**config.mk**
```make
export PLATFORM = sky130hd
export DESIGN_NAME = lrupt_cell
export DESIGN_NICKNAME = d
export VERILOG_FILES = /design/src/hw/rtl/lrupt_pkg.sv /design/src/hw/rtl/lrupt_cell.sv
export SDC_FILE = /design/constraint.sdc
export NUM_CORES = 1
export LEC_CHECK = 0
export BUFFER_PORTS_ARGS = -buffer_cell sky130_fd_sc_hd__buf_2
export CAP_MARGIN = 20
export CORE_MARGIN = 5
export CORE_UTILIZATION = 44
export CTS_CLUSTER_SIZE = 8
export DETAILED_ROUTE_END_ITERATION = 8
export PLACE_DENSITY = 0.85
export SYNTH_ARGS = -nofsm -noshare
export SYNTH_HDL_FRONTEND = slang
export SYNTH_SLANG_ARGS = --single-unit
export TNS_END_PERCENT = 50
```
**constraint.sdc**
```tcl
create_clock -name clk -period 5.7 [get_ports clk]
set_input_delay 1.14 -clock clk [delete_from_list [all_inputs] [get_ports clk]]
set_output_delay 1.14 -clock clk [all_outputs]
set_load 0.03 [all_outputs]
```
**src/hw/rtl/lrupt_pkg.sv**
```systemverilog
`default_nettype none

package lrupt_pkg;

	localparam int PAGE_W = 8;
	localparam int TIME_W = 32;
	localparam int CNT_W = 9;
	localparam int KIND_W = 2;
	localparam int STATUS_W = 2;
	localparam int DEF_CAPACITY = 256;

	// Operation codes carried by the kind field.
	localparam logic [KIND_W-1:0] KIND_TOUCH = 2'd0;
	localparam logic [KIND_W-1:0] KIND_REMOVE = 2'd1;
	localparam logic [KIND_W-1:0] KIND_EVICT = 2'd2;

	// Result codes carried by the status field.
	localparam logic [STATUS_W-1:0] ST_DONE = 2'd0;
	localparam logic [STATUS_W-1:0] ST_EVICTED = 2'd1;
	localparam logic [STATUS_W-1:0] ST_EMPTY = 2'd2;
	localparam logic [STATUS_W-1:0] ST_FULL = 2'd3;

	// Broadcast command to every cell of the chain.
	typedef struct packed {
		logic rot;
		logic drop;
		logic ins;
		logic [CNT_W-1:0] cnt;
		logic [PAGE_W-1:0] page;
		logic [TIME_W-1:0] tm;
	} cell_ctrl_t;

endpackage

`default_nettype wire

```
**src/hw/rtl/lrupt_cell.sv**
```systemverilog
`default_nettype none

// One list slot. In a rotate each occupied slot below the last takes its upper
// neighbor and the last takes the broadcast word; in a drop the wrap is left out.
module lrupt_cell #(
	parameter int IDX = 0
) (
	input  wire logic                        clk,
	input  wire lrupt_pkg::cell_ctrl_t       ctrl,
	input  wire logic [lrupt_pkg::PAGE_W-1:0] nxt_page,
	input  wire logic [lrupt_pkg::TIME_W-1:0] nxt_time,
	output logic      [lrupt_pkg::PAGE_W-1:0] page,
	output logic      [lrupt_pkg::TIME_W-1:0] tm
);
	import lrupt_pkg::*;

	localparam logic [CNT_W-1:0] Idx = CNT_W'(IDX);
	localparam logic [CNT_W-1:0] IdxNext = CNT_W'(IDX + 1);

	logic [PAGE_W-1:0] page_q;
	logic [TIME_W-1:0] time_q;
	logic take_nxt;
	logic take_bcast;

	always_comb begin
		take_nxt = (ctrl.rot || ctrl.drop) && (IdxNext < ctrl.cnt);
		take_bcast = (ctrl.rot && (IdxNext == ctrl.cnt)) || (ctrl.ins && (Idx == ctrl.cnt));
	end

	always_ff @(posedge clk) begin
		if (take_nxt) begin
			page_q <= nxt_page;
			time_q <= nxt_time;
		end else if (take_bcast) begin
			page_q <= ctrl.page;
			time_q <= ctrl.tm;
		end
	end

	assign page = page_q;
	assign tm = time_q;

endmodule

`default_nettype wire

```
Yosys cells after proc, flatten, opt, wreduce, memory -nomap -nowiden:

Cells that the tools add are included.

* multiplexer cells: 4
* eq/ne operators: 1
* reduce and logical (&&, ||, !) cells: 7
* magnitude comparators: 1

Operators with widths (number)
* $mux 32: 2
* $mux 8: 2
* $eq 1x9->1 const A: 1
* $logic_not 9->1: 1
* $lt 1x9->1 const A: 1
* $logic_and 1x1->1: 3
* $logic_or 1x1->1: 2
* $reduce_bool 2->1: 1

* input bits: 93
* output and inout bits: 40
* flip-flop bits (word level): 40
* logic and storage cells: 15

Logic depth before layout (Yosys ltp):

* depth in word-level cells: 5
* mapped depth: 4
* depth with buffers taken out: 3

Least setup slack after synthesis:

OpenSTA, ideal clock, no wires.

* kind: input -> register
* start: in ctrl[47] (netlist bit)
* end: reg page_q[0], in the netlist page[0] (enable)
* stages: 3
* path buffers: 0
* setup time: 0.455 ns
* data arrival time: 3.583 ns
* data required time: 5.245 ns
* setup slack: 1.662 ns
* cells stage by stage: nor4_2 nand2_1 mux2i_1

* cells in the longest elaborated chain, start to end: 4
* elaborated cells on any way between the ends: 8
* classes of those cells: 1 x order compare; 1 x eq/ne; 6 x reduce/logical

Ends and longest elaborated chain
* start, declared: RTL line lrupt_cell.sv:9 `input wire lrupt_pkg::cell_ctrl_t ctrl,`
* parallel branches: the longest is 3 deep, another holds $lt 1x9->1
* $reduce_bool 2->1 (no source line) (*)
* end signal, assigned: RTL line lrupt_cell.sv:32 `page_q <= nxt_page;`
* end signal, assigned: RTL line lrupt_cell.sv:35 `page_q <= ctrl.page;`
* end, declared: RTL line lrupt_cell.sv:20 `logic [PAGE_W-1:0] page_q;`

Every way passes the cells marked *.
A chain may end at the register's enable or synchronous reset.

Worst setup path in the final report:

* start: in ctrl[51] (netlist bit)
* end: reg time_q[25], in the netlist tm[25] (data pin)

* cells in the longest elaborated chain, start to end: 3

Ends and longest elaborated chain
* $logic_or 1x1->1: RTL line lrupt_cell.sv:26 `take_nxt = (ctrl.rot || ctrl.drop) && (IdxNext < ctrl.cnt);`
* $logic_and 1x1->1: RTL line lrupt_cell.sv:26
* $mux 32: RTL line lrupt_cell.sv:31 `if (take_nxt) begin`
* end signal, assigned: RTL line lrupt_cell.sv:33 `time_q <= nxt_time;`
* end signal, assigned: RTL line lrupt_cell.sv:36 `time_q <= ctrl.tm;`
* end, declared: RTL line lrupt_cell.sv:21 `logic [TIME_W-1:0] time_q;`

No other way between the ends.

==> impl_metrics.tcl <==
set metrics [dict create \
    vias_per_cell 4.70 \
    cts_buffers 5 \
    yosys_warnings 0 \
    start_util 0.444 \
    cap_violations 0 \
    overflow 0 \
    period_needed_ns 2.82 \
    maxSlewViolCount 0 \
    track_usage 0.143 \
    syn_to_final_growth_pct 41.7 \
    drive_above_1_share 0.799 \
    grt_pass1_wl_mm 5.98 \
    cts_resized 0 \
    clk_path_buf_depth 2 \
    htree_levels 2 \
    die_y_microns 75.9 \
    synth.top_cell.area_share 0.630 \
    core_area_sq_mm 0.00429 \
    tightest_slew_ns 0.907 \
    yosysSeqAreaShare 0.630 \
    synth_cells 91 \
    antenna_found_initial 0 \
    drtIter0Drc 68 \
    peakVddDrop_mv 0.110 \
    rsz0062_at_grt "no" \
    wirelength_mm 4.45 \
    dp_cells 273 \
    vias 1322 \
    grt_pass1_vias 1350 \
    regArea_sq_mm 0.00120 \
    place.port_buffers 132 \
    ys_ff_latch 40 \
    fin_cells 281 \
    postCtsSetupBuffers 0 \
    synth_area_leaders "edfxtp_1, mux2_4, buf_6" \
    clk_pin_slew_worst_paths_ns 0.07 \
    fill_cells 333 \
    yosysTopAreaCell "edfxtp_1" \
    path_class "input port to register" \
    slew_headroom 0.394 \
    routedWlPerCell_microns 15.8 \
    cellLeakagePower_uw 0.00135 \
    diodes 0 \
    gp_routability_congestion 0.727 \
    drc 0 \
    fin_crit_sh 0.495 \
    dieArea_sq_mm 0.00575 \
    syn_nets 184 \
    syn_avg_cell_area_sq_um 21.0 \
    setup_viol 0 \
    final_util 0.630 \
    final_antenna_net_count 0 \
    whs_path_depth 2 \
    cts_tree "done" \
    path_max_fanout 21 \
    ys_types 8 \
    num_rows 24 \
    root_buffer "clkbuf_8" \
    ioPinCount 133 \
    hold_viol_final 0 \
    cp.arrival_ns 2.86 \
    dieWidth_microns 75.9 \
    multiInputGateArea_sq_um 682 \
    worstSetupStartpointType "input port" \
    cp-end-kind "register" \
    synth_area_sq_mm 0.00191 \
    powerDensity_mw_per_mm2 271 \
    clkSinkCount 40 \
    dr.pass1.iters 3 \
    hold_buffers 0 \
    grt_max_degree 41 \
    outcome "completed" \
    fin_nets 321 \
    hold_class "input port to register" \
    hpwlAfterDp_mm 3.53 \
    max_freq_ghz 0.354 \
    worstPathRequired_ns 5.74 \
    setup_tns_ns 0 \
]
## report_power, final
| part | switching (uW) | internal, uW | total [uW] |
|---|---|---|---|
| Combinational | 110 | 79.8 | 189 |
| Clock | 89.4 | 85.1 | 175 |
| Sequential | 7.55 | 362 | 370 |
## placed cells by master, fill, tap and decap left out, drive strengths merged
cell / n
clkbuf: 7
buf: 134
clkinv: 1
nor2: 1
mux2: 40
nor4: 2
a21oi: 1
mux2i: 2
edfxtp: 40
nand2: 1
## cell usage after synthesis
cell / count
a21oi_2: 1
nand2_1: 1
mux2i_1: 2
edfxtp_1: 40
nor4_2: 2
mux2_4: 40
buf_6: 4
nor2_1: 1
## worst max-delay path, stage by stage
cell	delay, ns
buf_2	0.09
nor2_1	0.09
a21oi_4	0.70
buf_4	0.49
mux2_4	0.34
## state kept, by name, indices dropped and copies added, names as in the netlist
signal / cells
page: 8
tm: 32
## worst paths after layout
path / from / end / slack, ns
worst max-delay path: ctrl[51] / tm[25] / 2.88
worst min-delay path: nxt_time[28] / tm[28] / 1.14
## area by class of cell
class                   count  area share
clock buffers               7      0.0282
flip-flops and latches     40       0.444
well taps                  52      0.0241
multi-input cells          47       0.252
repair buffers            134       0.250
clock inverters             1     0.00139
## kinds of logic (layout without fill, tap and decap cells)
group	Yosys count	count (layout)	share of synthesized area
mux	42	42	0.325
flops	40	40	0.630
simple gates	4	4	0.0170
buf+inv	4	142	0.0236
compound gates	1	1	0.00459
## per-stage QoR
stage | setup slack (ns) | instance area [sq um] | hold slack [ns] | total power [uW]
finish | 2.88 | 2700 | 1.14 | 733
floorplan | 1.66 | 1910 | 1.36 | 500
global placement | 2.59 | 2620 | 1.44 | 564
CTS | 2.85 | 2700 | 1.13 | 743
global route | 2.77 | 2700 | 1.13 | 763
detailed placement | 2.53 | 2620 | 1.44 | 568
## per-layer routing
layer	vias to the layer above	GRT usage	share of wire
met5	-	0	0
met2	82	0.250	0.49
met3	7	0.0515	0.12
met4	0	0.0660	0.022
met1	602	0.154	0.36
li1	631	-	-
Power figures use the tool's default switching activity.
